**src/rtl/core/tncs_pkg.sv**
```systemverilog
// Shared types, constants and the weight table of the Tokhura nearest-codeword search.
package tncs_pkg;

    // Default configuration
    localparam int P_CODEWORDS = 8;
    localparam int P_DIM       = 12;
    localparam int P_ELEM_BITS = 16;

    // Fixed field widths
    localparam int CWIDX_W  = 3;
    localparam int EIDX_W   = 4;
    localparam int VALUE_W  = 16;
    localparam int WEIGHT_W = 6;
    localparam int DIST_W   = 48;

    localparam logic [DIST_W-1:0] DIST_MAX = {DIST_W{1'b1}};

    // Opcodes
    localparam logic OP_LOAD  = 1'b0;
    localparam logic OP_QUERY = 1'b1;

    // Sequencer states
    typedef enum logic [2:0] {
        S_IDLE = 3'b001,
        S_RUN  = 3'b010,
        S_WAIT = 3'b100
    } t_state;

    // Control that travels with one codeword step down the pipeline
    typedef struct packed {
        logic vld;      // step carries work
        logic restart;  // element 0: accumulator starts from zero
        logic last;     // final element: track the minimum
        logic tail;     // final codeword of this element
    } t_step_ctl;

    // Status from the accumulator back to the sequencer
    typedef struct packed {
        logic done;     // tail step written back
        logic hit;      // a search result is ready
    } t_acc_stat;

    // Tokhura weight by element position; positions past the list weigh zero
    function automatic logic [WEIGHT_W-1:0] tncs_weight(input logic [EIDX_W-1:0] e);
        logic [WEIGHT_W-1:0] w;
        unique case (e)
            4'd0:    w = 6'd1;
            4'd1:    w = 6'd3;
            4'd2:    w = 6'd7;
            4'd3:    w = 6'd13;
            4'd4:    w = 6'd19;
            4'd5:    w = 6'd22;
            4'd6:    w = 6'd25;
            4'd7:    w = 6'd33;
            4'd8:    w = 6'd42;
            4'd9:    w = 6'd50;
            4'd10:   w = 6'd56;
            4'd11:   w = 6'd61;
            default: w = 6'd0;
        endcase
        return w;
    endfunction

endpackage

```
**src/rtl/core/tncs_codebook.sv**
```systemverilog
// Codebook memory: one write port, one registered read port.
module tncs_codebook
    import tncs_pkg::*;
#(
    parameter int DEPTH = P_CODEWORDS * P_DIM,
    parameter int AW    = $clog2(P_CODEWORDS * P_DIM),
    parameter int W     = P_ELEM_BITS
) (
    input  logic          i_clk,
    input  logic          i_we,
    input  logic [AW-1:0] i_waddr,
    input  logic [W-1:0]  i_wdata,
    input  logic [AW-1:0] i_raddr,
    output logic [W-1:0]  o_rdata
);

    logic [W-1:0] r_mem [DEPTH];
    logic [W-1:0] r_rdata;

    // Write port
    always_ff @(posedge i_clk) begin
        if (i_we) begin
            r_mem[i_waddr] <= i_wdata;
        end
    end

    // Read port, registered
    always_ff @(posedge i_clk) begin
        r_rdata <= r_mem[i_raddr];
    end

    assign o_rdata = r_rdata;

endmodule

```
**src/rtl/core/tncs_term.sv**
```systemverilog
// Weighted squared difference: subtract and square, then scale by the weight.
module tncs_term
    import tncs_pkg::*;
#(
    parameter int ELEM_BITS = P_ELEM_BITS,
    parameter int IW        = $clog2(P_CODEWORDS),
    parameter int TERM_W    = 2 * (P_ELEM_BITS + 1) + WEIGHT_W
) (
    input  logic                       i_clk,
    input  logic                       i_rst_n,
    input  t_step_ctl                  i_ctl,
    input  logic [IW-1:0]              i_idx,
    input  logic signed [ELEM_BITS-1:0] i_cb,
    input  logic signed [ELEM_BITS-1:0] i_q,
    input  logic [WEIGHT_W-1:0]        i_w,
    output t_step_ctl                  o_sq_ctl,
    output logic [IW-1:0]              o_sq_idx,
    output logic [TERM_W-1:0]          o_term
);

    localparam int DW   = ELEM_BITS + 1;
    localparam int SQ_W = 2 * DW;

    logic signed [DW-1:0] diff;
    logic [DW-1:0]        absd;
    logic [SQ_W-1:0]      r_sq;
    t_step_ctl            r_ctl;
    logic [IW-1:0]        r_idx;
    logic [TERM_W-1:0]    r_term;

    // Exact difference and its magnitude
    assign diff = DW'(i_cb) - DW'(i_q);
    assign absd = diff[DW-1] ? DW'(-diff) : DW'(diff);

    // Stage 1: square
    always_ff @(posedge i_clk) begin
        r_sq  <= SQ_W'(absd) * SQ_W'(absd);
        r_idx <= i_idx;
    end

    always_ff @(posedge i_clk) begin
        if (!i_rst_n) begin
            r_ctl <= '0;
        end else begin
            r_ctl <= i_ctl;
        end
    end

    // Stage 2: weight
    always_ff @(posedge i_clk) begin
        r_term <= TERM_W'(r_sq) * TERM_W'(i_w);
    end

    assign o_sq_ctl = r_ctl;
    assign o_sq_idx = r_idx;
    assign o_term   = r_term;

endmodule

```
**src/rtl/core/tncs_accum.sv**
```systemverilog
// Distance accumulator memory with saturating read-modify-write and running minimum.
module tncs_accum
    import tncs_pkg::*;
#(
    parameter int CODEWORDS = P_CODEWORDS,
    parameter int IW        = $clog2(P_CODEWORDS),
    parameter int TERM_W    = 2 * (P_ELEM_BITS + 1) + WEIGHT_W
) (
    input  logic              i_clk,
    input  logic              i_rst_n,
    input  t_step_ctl         i_ctl,
    input  logic [IW-1:0]     i_idx,
    input  logic [TERM_W-1:0] i_term,
    output t_acc_stat         o_stat,
    output logic [IW-1:0]     o_best_idx,
    output logic [DIST_W-1:0] o_best_dist
);

    localparam int SUM_W = ((TERM_W > DIST_W) ? TERM_W : DIST_W) + 1;

    logic [DIST_W-1:0]    r_mem [CODEWORDS];
    logic [CODEWORDS-1:0] r_vld;
    logic [DIST_W-1:0]    r_rd;
    logic                 r_rd_vld;
    t_step_ctl            r_ctl;
    logic [IW-1:0]        r_idx;
    logic [DIST_W-1:0]    r_best_dist;
    logic [IW-1:0]        r_best_idx;

    logic [DIST_W-1:0] acc;
    logic [SUM_W-1:0]  sum;
    logic [DIST_W-1:0] sat;
    logic              take;

    // Read stage: data registered, entry not valid reads as zero
    always_ff @(posedge i_clk) begin
        r_rd     <= r_mem[i_idx];
        r_rd_vld <= r_vld[i_idx] & ~i_ctl.restart;
        r_idx    <= i_idx;
    end

    always_ff @(posedge i_clk) begin
        if (!i_rst_n) begin
            r_ctl <= '0;
        end else begin
            r_ctl <= i_ctl;
        end
    end

    // Saturating add
    assign acc = r_rd_vld ? r_rd : '0;
    assign sum = SUM_W'(acc) + SUM_W'(i_term);
    assign sat = (sum > SUM_W'(DIST_MAX)) ? DIST_MAX : sum[DIST_W-1:0];

    // Write back
    always_ff @(posedge i_clk) begin
        if (r_ctl.vld) begin
            r_mem[r_idx] <= sat;
        end
    end

    // Valid bits; a finished search clears them all
    always_ff @(posedge i_clk) begin
        if (!i_rst_n) begin
            r_vld <= '0;
        end else if (r_ctl.vld && r_ctl.last && r_ctl.tail) begin
            r_vld <= '0;
        end else if (r_ctl.vld) begin
            r_vld[r_idx] <= 1'b1;
        end
    end

    // Running minimum, strict less-than keeps the lower index on ties
    assign take = (r_idx == '0) || (sat < r_best_dist);

    always_ff @(posedge i_clk) begin
        if (r_ctl.vld && r_ctl.last && take) begin
            r_best_dist <= sat;
            r_best_idx  <= r_idx;
        end
    end

    assign o_best_dist = take ? sat : r_best_dist;
    assign o_best_idx  = take ? r_idx : r_best_idx;
    assign o_stat.done = r_ctl.vld & r_ctl.tail;
    assign o_stat.hit  = r_ctl.vld & r_ctl.tail & r_ctl.last;

endmodule

```
**src/rtl/core/tokhura_nearest_codeword_search_top.sv**
```systemverilog
// Top level of the Tokhura nearest-codeword search: sequencer, output register, hookup.
//
//   channel  direction  handshake         payload
//   input    in         i_valid/o_ready   i_opcode, i_codeword_index, i_element_index,
//                                         i_element_value
//   output   out        o_valid/i_ready   o_best_index, o_best_distance
//
// A load transaction is one codebook write. A query element makes one codebook read
// per codeword, then the square, weight and accumulator write-back stages drain before
// the next transaction.
// Synchronous active-low reset clears the accumulator valid bits and the control.
// A result waits in the output register; only another final query element stalls on it.
module tokhura_nearest_codeword_search_top
    import tncs_pkg::*;
#(
    parameter int CODEWORDS = P_CODEWORDS,
    parameter int DIM       = P_DIM,
    parameter int ELEM_BITS = P_ELEM_BITS
) (
    input  logic                      i_clk,
    input  logic                      i_rst_n,
    input  logic                      i_valid,
    output logic                      o_ready,
    input  logic                      i_opcode,
    input  logic [CWIDX_W-1:0]        i_codeword_index,
    input  logic [EIDX_W-1:0]         i_element_index,
    input  logic signed [VALUE_W-1:0] i_element_value,
    output logic                      o_valid,
    input  logic                      i_ready,
    output logic [CWIDX_W-1:0]        o_best_index,
    output logic [DIST_W-1:0]         o_best_distance
);

    localparam int DEPTH  = CODEWORDS * DIM;
    localparam int AW     = (DEPTH > 1) ? $clog2(DEPTH) : 1;
    localparam int IW     = $clog2(CODEWORDS);
    localparam int TERM_W = 2 * (ELEM_BITS + 1) + WEIGHT_W;

    t_state                      r_state, n_state;
    logic [IW-1:0]               r_cnt;
    logic [AW-1:0]               r_addr;
    logic [EIDX_W-1:0]           r_e;
    logic signed [ELEM_BITS-1:0] r_q;
    logic [WEIGHT_W-1:0]         r_w;
    t_step_ctl                   r_ctl0;
    logic [IW-1:0]               r_idx0;
    logic                        r_out_valid;
    logic [IW-1:0]               r_out_idx;
    logic [DIST_W-1:0]           r_out_dist;

    logic                        accept;
    logic                        in_range;
    logic                        final_query;
    logic                        cb_we;
    logic [AW-1:0]               cb_waddr;
    logic signed [ELEM_BITS-1:0] elem;
    logic signed [ELEM_BITS-1:0] cb_rdata;
    t_step_ctl                   issue_ctl;
    t_step_ctl                   sq_ctl;
    logic [IW-1:0]               sq_idx;
    logic [TERM_W-1:0]           term;
    t_acc_stat                   stat;
    logic [IW-1:0]               best_idx;
    logic [DIST_W-1:0]           best_dist;

    // Input decode
    assign elem        = ELEM_BITS'(i_element_value);
    assign in_range    = 32'(i_element_index) < DIM;
    assign final_query = (i_opcode == OP_QUERY) && (32'(i_element_index) == DIM - 1);
    assign o_ready     = (r_state == S_IDLE) && (!r_out_valid || i_ready || !final_query);
    assign accept      = i_valid && o_ready;

    // Codebook load
    assign cb_we    = accept && in_range && (i_opcode == OP_LOAD)
                      && (32'(i_codeword_index) < CODEWORDS);
    assign cb_waddr = AW'(32'(i_codeword_index) * DIM + 32'(i_element_index));

    // Sequencer
    always_comb begin
        n_state = r_state;
        unique case (r_state)
            S_IDLE: begin
                if (accept && in_range && (i_opcode == OP_QUERY)) begin
                    n_state = S_RUN;
                end
            end
            S_RUN: begin
                if (r_cnt == IW'(CODEWORDS - 1)) begin
                    n_state = S_WAIT;
                end
            end
            S_WAIT: begin
                if (stat.done) begin
                    n_state = S_IDLE;
                end
            end
            default: n_state = S_IDLE;
        endcase
    end

    always_ff @(posedge i_clk) begin
        if (!i_rst_n) begin
            r_state <= S_IDLE;
        end else begin
            r_state <= n_state;
        end
    end

    // Query element capture and codeword walk
    always_ff @(posedge i_clk) begin
        if (r_state == S_IDLE) begin
            r_cnt  <= '0;
            r_addr <= AW'(i_element_index);
            r_e    <= i_element_index;
            r_q    <= elem;
            r_w    <= tncs_weight(i_element_index);
        end else if (r_state == S_RUN) begin
            r_cnt  <= r_cnt + IW'(1);
            r_addr <= r_addr + AW'(DIM);
        end
    end

    // Step control, aligned with the codebook read data
    assign issue_ctl.vld     = (r_state == S_RUN);
    assign issue_ctl.restart = (r_e == '0);
    assign issue_ctl.last    = (32'(r_e) == DIM - 1);
    assign issue_ctl.tail    = (r_cnt == IW'(CODEWORDS - 1));

    always_ff @(posedge i_clk) begin
        if (!i_rst_n) begin
            r_ctl0 <= '0;
        end else begin
            r_ctl0 <= issue_ctl;
        end
    end

    always_ff @(posedge i_clk) begin
        r_idx0 <= r_cnt;
    end

    tncs_codebook #(
        .DEPTH (DEPTH),
        .AW    (AW),
        .W     (ELEM_BITS)
    ) u_codebook (
        .i_clk   (i_clk),
        .i_we    (cb_we),
        .i_waddr (cb_waddr),
        .i_wdata (elem),
        .i_raddr (r_addr),
        .o_rdata (cb_rdata)
    );

    tncs_term #(
        .ELEM_BITS (ELEM_BITS),
        .IW        (IW),
        .TERM_W    (TERM_W)
    ) u_term (
        .i_clk    (i_clk),
        .i_rst_n  (i_rst_n),
        .i_ctl    (r_ctl0),
        .i_idx    (r_idx0),
        .i_cb     (cb_rdata),
        .i_q      (r_q),
        .i_w      (r_w),
        .o_sq_ctl (sq_ctl),
        .o_sq_idx (sq_idx),
        .o_term   (term)
    );

    tncs_accum #(
        .CODEWORDS (CODEWORDS),
        .IW        (IW),
        .TERM_W    (TERM_W)
    ) u_accum (
        .i_clk       (i_clk),
        .i_rst_n     (i_rst_n),
        .i_ctl       (sq_ctl),
        .i_idx       (sq_idx),
        .i_term      (term),
        .o_stat      (stat),
        .o_best_idx  (best_idx),
        .o_best_dist (best_dist)
    );

    // Output register
    always_ff @(posedge i_clk) begin
        if (!i_rst_n) begin
            r_out_valid <= 1'b0;
        end else if (stat.hit) begin
            r_out_valid <= 1'b1;
        end else if (i_ready) begin
            r_out_valid <= 1'b0;
        end
    end

    always_ff @(posedge i_clk) begin
        if (stat.hit) begin
            r_out_idx  <= best_idx;
            r_out_dist <= best_dist;
        end
    end

    assign o_valid         = r_out_valid;
    assign o_best_index    = CWIDX_W'(r_out_idx);
    assign o_best_distance = r_out_dist;

endmodule

```
**config.mk**
```make
export PLATFORM = sky130hd
export DESIGN_NAME = tokhura_nearest_codeword_search_top
export DESIGN_NICKNAME = d
export VERILOG_FILES = /design/src/rtl/core/tncs_pkg.sv /design/src/rtl/core/tncs_codebook.sv /design/src/rtl/core/tncs_term.sv /design/src/rtl/core/tncs_accum.sv /design/src/rtl/core/tokhura_nearest_codeword_search_top.sv
export SDC_FILE = /design/constraint.sdc
export NUM_CORES = 2
export LEC_CHECK = 0
export BUFFER_PORTS_ARGS = -buffer_cell sky130_fd_sc_hd__buf_2
export CORE_ASPECT_RATIO = 0.9
export CORE_MARGIN = 2
export CORE_UTILIZATION = 57
export DETAILED_ROUTE_END_ITERATION = 8
export PLACE_DENSITY = 0.86
export SLEW_MARGIN = 20
export SYNTH_ARGS = -nofsm -noshare
export SYNTH_HDL_FRONTEND = slang
export SYNTH_SLANG_ARGS = --single-unit
```
**constraint.sdc**
```tcl
create_clock -name i_clk -period 8.33 [get_ports i_clk]
set_input_delay 0 -clock i_clk [delete_from_list [all_inputs] [get_ports i_clk]]
set_output_delay 0 -clock i_clk [all_outputs]
set_load 0.1 [all_outputs]
```
Word level (Yosys, flattened, before mapping)
Memories as Yosys holds them, arrays and structs flattened. A register that Yosys moved wholly into a read port is not among the register bits.
Index checks and enable logic that the tools add are counted.
{"block": "totals", "ram_bits": 1920, "output_inout_bits": 53, "latchBits": 0, "register_bits": 239, "n_memories": 3, "rom_bits": 96, "word_cells": 105, "input_bits": 28}
{"block": "op_classes", "eq_ne": 9, "shifts": 0, "n_bitwise": 7, "add_sub_neg": 6, "magnitude_cmp": 6, "multipliers": 3, "n_mux": 21, "div_mod_pow": 0, "reduce_logical": 21}
{"name": "u_codebook.r_mem", "words": 96, "width": 16, "read_ports": 1, "rd_clocked_by_memory_dff": 1, "wr": 1, "line_no": "tncs_codebook.sv:17", "text": "logic [W-1:0] r_mem [DEPTH];"}
{"name": "u_accum.r_mem", "words": 8, "width": 48, "read_ports": 1, "rd_clocked_by_memory_dff": 1, "wr": 1, "line_no": "tncs_accum.sv:21", "text": "logic [DIST_W-1:0] r_mem [CODEWORDS];"}
{"name": "(name not given)", "words": 16, "width": 6, "read_ports": 1, "rd_clocked_by_memory_dff": 1, "wr": 0, "line_no": "tncs_pkg.sv:46", "text": "unique case (e)"}
{"operator": "48-bit two-way mux", "n": 3}
{"operator": "48-bit by 40-bit adder with 49-bit output", "n": 1}
{"operator": "49-bit by 48-bit > comparator with 1-bit output, second input constant", "n": 1}
{"operator": "48-bit < comparator", "n": 1}
{"operator": "34-bit by 6-bit multiplier with 40-bit output", "n": 1}
{"operator": "17-bit by 17-bit multiplier with 34-bit output", "n": 1}
{"operator": "17-bit two-way mux", "n": 1}
{"operator": "17-bit negator", "n": 1}
{"operator": "16-bit by 16-bit subtractor with 17-bit output", "n": 1}
{"operator": "3-bit two-way mux", "n": 4}
{"operator": "1-bit logical AND", "n": 10}
{"operator": "3-bit case mux with 3 select lines", "n": 1}
{"operator": "4-bit equality test, second input constant", "n": 2}
{"operator": "3-bit by 4-bit < comparator with 1-bit output, second input constant", "n": 2}
{"operator": "1-bit two-way mux", "n": 8}
{"operator": "4-bit two-way mux", "n": 2}
{"operator": "8-bit OR", "n": 1}
{"operator": "7-bit by 4-bit adder with 7-bit output", "n": 1}
{"operator": "7-bit by 4-bit adder with 7-bit output, second input constant", "n": 1}
{"operator": "3-bit equality test, second input constant", "n": 2}
{"operator": "2-bit != test, second input constant", "n": 3}
{"operator": "3-bit by 2-bit multiplier with 5-bit output, second input constant", "n": 1}
{"operator": "4-bit zero test", "n": 1}
{"operator": "4-bit < comparator, second input constant", "n": 1}
{"operator": "other kinds (14)", "n": 22}

Logic depth before layout (Yosys ltp)
{"block": "logic_depth", "ltp_word": 10, "ltp_mapped": 38, "mapped_depth_nobuf": 37}

By module
Synthesis repeated with hierarchy kept, for this count alone.
{"block": "unflattened", "hier_cells": 6167, "area_unflattened_um2": 101768.9}
{"mod": "tncs_codebook", "cells_each": 2614, "n_inst": 1, "seq_area_each_um2": 46444.5, "area_each_um2": 59244.3}
{"mod": "tncs_accum", "cells_each": 1467, "n_inst": 1, "seq_area_each_um2": 14323.7, "area_each_um2": 22379.0}
{"mod": "tncs_term", "cells_each": 1887, "n_inst": 1, "seq_area_each_um2": 1601.5, "area_each_um2": 16637.2}
{"mod": "tokhura_nearest_codeword_search_top", "cells_each": 199, "n_inst": 1, "seq_area_each_um2": 2772.7, "area_each_um2": 3508.4}

Worst setup path before layout
No wires, ideal clock.
{"block": "synth_timing", "path_type": "flip-flop to flip-flop", "from": "reg r_q[0]", "to": "reg u_term.r_sq[33]", "setup_ns": 0.120, "stages_incl_launch_ff": 33, "t_arrival_ns": 8.417, "n_path_buf": 1, "path_slack_ns": -0.207, "required_ns": 8.210, "period_less_slack_ns": 8.537, "cell_sequence": "edfxtp_1 ha_1 fa_1 nor2b_1 o211ai_2 a21oi_1 xnor2_1 nand2_1 o21ai_0 xnor2_1 clkinv_1 nor2_1 inv_1 fa_1 inv_1 fa_1 fa_1 fa_1 inv_1 fa_1 inv_1 fa_1 ha_1 clkbuf_1 a2111o_1 a41o_1 a31oi_1 o22ai_1 o41ai_1 o21ai_0 a21o_1 a21oi_1 xnor2_1"}
{"block": "synth_between", "elab_chain_len": 4}
{"item": "start: declaration", "line_no": "tokhura_nearest_codeword_search_top.sv:43", "text": "logic signed [ELEM_BITS-1:0] r_q;"}
{"item": "start signal: assignment", "line_no": "tokhura_nearest_codeword_search_top.sv:115", "text": "r_q <= elem;"}
{"item": "16-bit by 16-bit subtractor with 17-bit output *", "line_no": "tncs_term.sv:32", "text": "assign diff = DW'(i_cb) - DW'(i_q);"}
{"item": "17-bit negator", "line_no": "tncs_term.sv:33", "text": "assign absd = diff[DW-1] ? DW'(-diff) : DW'(diff);"}
{"item": "17-bit two-way mux *", "line_no": "tncs_term.sv:33"}
{"item": "17-bit by 17-bit multiplier with 34-bit output *", "line_no": "tncs_term.sv:37", "text": "r_sq <= SQ_W'(absd) * SQ_W'(absd);"}
{"item": "end signal: assignment", "line_no": "tncs_term.sv:37"}
{"item": "end: declaration", "line_no": "tncs_term.sv:26", "text": "logic [SQ_W-1:0] r_sq;"}
Mark *: on every way between the ends. The rest lies on a longest branch, timed or not.
A chain may end at the register's enable or synchronous reset.

Worst setup path in the final report
{"block": "layout_timing", "from": "reg u_codebook.r_rdata[0], in the netlist u_codebook.o_rdata[0] (read register of u_codebook.r_mem)", "to": "reg u_term.r_sq[25]"}
{"block": "layout_between", "elab_chain_len": 4}
{"item": "start: declaration", "line_no": "tncs_codebook.sv:18", "text": "logic [W-1:0] r_rdata;"}
{"item": "16-bit by 16-bit subtractor with 17-bit output *", "line_no": "tncs_term.sv:32"}
{"item": "17-bit negator", "line_no": "tncs_term.sv:33"}
{"item": "17-bit two-way mux *", "line_no": "tncs_term.sv:33"}
{"item": "17-bit by 17-bit multiplier with 34-bit output *", "line_no": "tncs_term.sv:37"}
Marks and branches as above.

==> metrics.txt <==
# TYPE chip_impl_metric gauge
chip_impl_metric{name="ys_seq_area_share",unit="%"} 64.7
chip_impl_metric{name="max-slew-margin-rel",unit="%"} 22.6
chip_impl_metric{name="cell_area_synth",unit="mm²"} 0.101
chip_impl_info{name="failed_checks",value="DRC"} 1
chip_impl_metric{name="grt_pass1_vias",unit=""} 58329
chip_impl_metric{name="critical_path.max_fanout",unit=""} 3
chip_impl_info{name="run_status",value="finished with violations"} 1
chip_impl_metric{name="finalWorstPathRequiredPeriod",unit="ns"} 8.18
chip_impl_metric{name="yosys_warnings",unit=""} 0
chip_impl_metric{name="hold_violations",unit=""} 0
chip_impl_metric{name="route.detailed.drc",unit=""} 4
chip_impl_metric{name="pre_cts_ws",unit="ns"} -0.234
chip_impl_info{name="worstSetupStartpointType",value="flop"} 1
chip_impl_info{name="ranking_of_synthesized_cells_by_instance_count",value="sky130_fd_sc_hd__edfxtp_1, sky130_fd_sc_hd__mux4_2, sky130_fd_sc_hd__inv_1"} 1
chip_impl_metric{name="worstPathRequired",unit="ns"} 8.97
chip_impl_metric{name="fin_util",unit="%"} 64.7
chip_impl_metric{name="gr-usage-met2",unit="%"} 47.5
chip_impl_metric{name="synth_async_sr_flop_share",unit="%"} 0
chip_impl_metric{name="synth.top_cell.area_share",unit="%"} 61.2
chip_impl_info{name="crit_startpoint",value="u_codebook.o_rdata[0]$_DFF_P_"} 1
chip_impl_info{name="timing.critical_path.to",value="u_term.r_sq[25]$_DFF_P_"} 1
chip_impl_metric{name="clk_pin_slew",unit="ns"} 0.06
chip_impl_metric{name="wire_per_inst",unit="µm"} 29.1
chip_impl_metric{name="final-max-slew-violation-count",unit=""} 0
chip_impl_metric{name="setup_violations",unit=""} 0
chip_impl_metric{name="std_cell_rows",unit=""} 146
chip_impl_info{name="min-delay-path-class",value="primary input to flop"} 1
chip_impl_info{name="cp-end-kind",value="flop"} 1
chip_impl_info{name="worstReg2RegStart",value="u_codebook.o_rdata[0]$_DFF_P_"} 1
chip_impl_metric{name="boundaryPins",unit=""} 81
chip_impl_info{name="rsz_0062_raised_after_global_routing",value="true"} 1
chip_impl_metric{name="worstSkewPairLatency",unit="ns"} 0.86
chip_impl_metric{name="r2r_slack",unit="ns"} 0.15
chip_impl_metric{name="synth.avg_cell_area",unit="µm²"} 16.8
chip_impl_info{name="yosys.area.top_type",value="sky130_fd_sc_hd__edfxtp_1"} 1
chip_impl_metric{name="syn_to_final_growth",unit="%"} 12.9
chip_impl_info{name="timing.critical_path.slowest_stage_cell",value="sky130_fd_sc_hd__fa_1"} 1
chip_impl_info{name="synth_top_cells_by_area",value="sky130_fd_sc_hd__edfxtp_1, sky130_fd_sc_hd__mux4_2, sky130_fd_sc_hd__fa_1, sky130_fd_sc_hd__dfxtp_1, sky130_fd_sc_hd__ha_1"} 1
chip_impl_metric{name="initial_core_util",unit="%"} 57.3
chip_impl_info{name="tritoncts",value="built"} 1
chip_impl_metric{name="grt_antenna_before_repair",unit=""} 12
chip_impl_metric{name="layout_worst_path_cycle_share",unit="%"} 98.2
chip_impl_metric{name="drtAntennaViolNets",unit=""} 0
chip_impl_metric{name="total_clock_sinks",unit=""} 2228
chip_impl_info{name="criticalPathCategory",value="flop to flop"} 1
chip_impl_metric{name="num-fill-cells",unit=""} 11131
chip_impl_metric{name="grt.met1_usage",unit="%"} 37.1
chip_impl_metric{name="synthDistinctLibCells",unit=""} 87
chip_impl_metric{name="dieArea",unit="mm²"} 0.180
chip_impl_metric{name="clk_path_buf_depth",unit=""} 3
chip_impl_metric{name="drtPass1Iterations",unit=""} 9
chip_impl_metric{name="yosys_register_bits",unit=""} 2228
chip_impl_metric{name="cpPeakStageDelay",unit="ns"} 0.54
chip_impl_metric{name="place.port_buffers",unit=""} 80
chip_impl_metric{name="grt_util_met3",unit="%"} 6.43
chip_impl_metric{name="detail_route.vias_per_cell",unit=""} 6.50
chip_impl_info{name="worst_r2r_endpoint",value="u_term.r_sq[25]$_DFF_P_"} 1
chip_impl_metric{name="hpwlAfterDp",unit="µm"} 147000
chip_impl_metric{name="grt_use_total",unit="%"} 28.8
chip_impl_metric{name="drive_gt1_share",unit="%"} 22.6
chip_impl_metric{name="timing.clock.skew",unit="ns"} 0.108
chip_impl_info{name="ys_dominant_reg_cell",value="sky130_fd_sc_hd__edfxtp_1"} 1
chip_impl_metric{name="dr_total_vias",unit=""} 58063
chip_impl_metric{name="grt_overflow",unit=""} 0
chip_impl_metric{name="final_net_count",unit=""} 6995
chip_impl_metric{name="htreeDepth",unit=""} 4
chip_impl_metric{name="syn_inst",unit=""} 5994
chip_impl_metric{name="worst_pin_slew",unit="ns"} 1.16
chip_impl_metric{name="core_region_area",unit="mm²"} 0.176
chip_impl_metric{name="wire_length_of_the_first_global_routing_pass",unit="µm"} 381000
chip_impl_metric{name="floorplan.die.height",unit="µm"} 403
chip_impl_info{name="synthMostInstantiatedCell",value="sky130_fd_sc_hd__edfxtp_1"} 1
chip_impl_metric{name="dieWidth",unit="µm"} 447
chip_impl_metric{name="maxCapViolations",unit=""} 0
chip_impl_metric{name="final_critical_path_setup_slack",unit="ns"} 0.152
chip_impl_info{name="clockRootBuffer",value="sky130_fd_sc_hd__clkbuf_16"} 1
chip_impl_info{name="most_congested_layer_reported_by_global_routing",value="met2"} 1
chip_impl_metric{name="fmax",unit="MHz"} 122
chip_impl_metric{name="cts-buffers-inserted",unit=""} 201
chip_impl_metric{name="reg2reg_depth",unit=""} 33
chip_impl_metric{name="synth_enable_flop_cells",unit=""} 2052
chip_impl_metric{name="dr.first_iter.drc_count",unit=""} 7485
chip_impl_metric{name="maximum_number_of_pins_on_one_net_before_global_route_repair",unit=""} 132
chip_impl_metric{name="critPathArrivalTime",unit="ns"} 8.82
chip_impl_metric{name="gp_congestion",unit=""} 0.925
chip_impl_metric{name="total_routed_length",unit="µm"} 260000
-- critical path, delay by kind of cell, from the launching register on --
| family | cells | cell delay, ns |
|---|---|---|
| adder cells (fa/ha/maj) | 9 | 3.69 |
| flip-flops | 1 | 0.33 |
| AND/OR/NAND/NOR | 4 | 0.75 |
| XOR/XNOR | 2 | 0.41 |
| buffers and inverters | 9 | 0.72 |
| AO/OA/AOI/OAI | 9 | 2.04 |
-- per-stage QoR --
stage               TNS [ns]  area (µm²)  cells  hold slack, ns
floorplan                  0      101000   6005          0.0989
global placement      -0.178      105000   8480           0.260
detailed placement    -0.922      105000   8482           0.263
CTS                  -0.0309      113000   8889          0.0233
global route          -0.475      114000   8926           0.140
finish                     0      114000   8927           0.133
-- placed cells by master (no fill, tap or decap), types with 83 or more instances in the layout --
master                      count
sky130_fd_sc_hd__edfxtp_1    2052
sky130_fd_sc_hd__clkbuf_16    203
sky130_fd_sc_hd__buf_4        284
sky130_fd_sc_hd__inv_1        473
sky130_fd_sc_hd__a21oi_1      205
sky130_fd_sc_hd__o21ai_0       97
sky130_fd_sc_hd__fa_1         310
sky130_fd_sc_hd__ha_1         254
sky130_fd_sc_hd__nand2_1      374
sky130_fd_sc_hd__dfxtp_1      171
sky130_fd_sc_hd__mux4_2       530
sky130_fd_sc_hd__nor2_1       314
sky130_fd_sc_hd__xnor2_1       83
-- routing by layer --
| layer | share of wire (%) | up-vias |
|---|---|---|
| li1 | - | 23455 |
| met1 | 34 | 29568 |
| met2 | 50 | 4212 |
| met3 | 11 | 816 |
| met4 | 5.2 | 12 |
| met5 | 0.034 | - |
-- state kept, by name (all words and copies together), names as in the netlist, 6 cells and up --
name / count
r_addr: 7
u_accum.r_rd: 48
r_q: 16
u_codebook.o_rdata: 16
u_accum.r_best_dist: 48
u_accum.r_mem: 384
u_accum.r_vld: 8
u_codebook.r_mem: 1536
r_w: 6
o_best_distance: 48
u_term.o_term: 40
u_term.r_sq: 33
-- layout make-up --
| cell class | instances | area, µm² | share of cell area [%] |
|---|---|---|---|
| diodes | 1 | 2.50 | 0.00220 |
| clock buffers | 249 | 5330 | 4.69 |
| clock inverters | 133 | 1520 | 1.34 |
| inverters | 500 | 1880 | 1.66 |
| multi-input cells | 3039 | 33600 | 29.6 |
| flip-flops and latches | 2228 | 65200 | 57.3 |
| well taps | 2368 | 2960 | 2.61 |
| repair buffers | 409 | 3180 | 2.80 |
-- worst min path at each step --
stage | slack [ns] | endpoint | cells past startpoint | startpoint
4_1_cts | 0.02 | u_codebook.r_mem[25][13]$_DFFE_PP_ | 2 | i_element_value[13]
3_5_place_dp | 0.26 | r_e[0]$_DFFE_PP_ | 1 | i_element_index[0]
3_3_place_gp | 0.26 | r_e[0]$_DFFE_PP_ | 1 | i_element_index[0]
6_report | 0.13 | u_term.o_sq_ctl[0]$_SDFF_PN0_ | 3 | i_rst_n
2_1_floorplan | 0.1 | r_e[0]$_DFFE_PP_ | 0 | i_element_index[0]
5_1_grt | 0.14 | u_term.o_sq_ctl[0]$_SDFF_PN0_ | 3 | i_rst_n
-- kinds of logic (layout without fill, tap and decap cells) --
kind of cell,Yosys count,in the layout,share of synthesized area (%)
other,2,14,0.00746
multiplexers,644,644,13.1
adder cells (fa/ha/maj),588,588,9.69
AND/OR/NAND/NOR,1024,1024,4.51
AO/OA/AOI/OAI,634,634,4.01
buffers and inverters,738,1291,2.78
flip-flops,2228,2228,64.7
XOR/XNOR,136,136,1.22
-- what timing repair did --
| item | 4_1_cts | 5_1_grt |
|---|---|---|
| pin swaps | 2 | 88 |
| buffers inserted | 1 | 35 |
| hold buffers | 24 | 1 |
| endpoints found under the hold margin | 1375 | 81 |
| gates cloned | 0 | 0 |
| setup endpoints to repair | 59 | 114 |
| gates resized for setup | 13 | 148 |
Power is not shown: default switching activity piles up to over one toggle a cycle in this logic, so the estimate is an artifact.
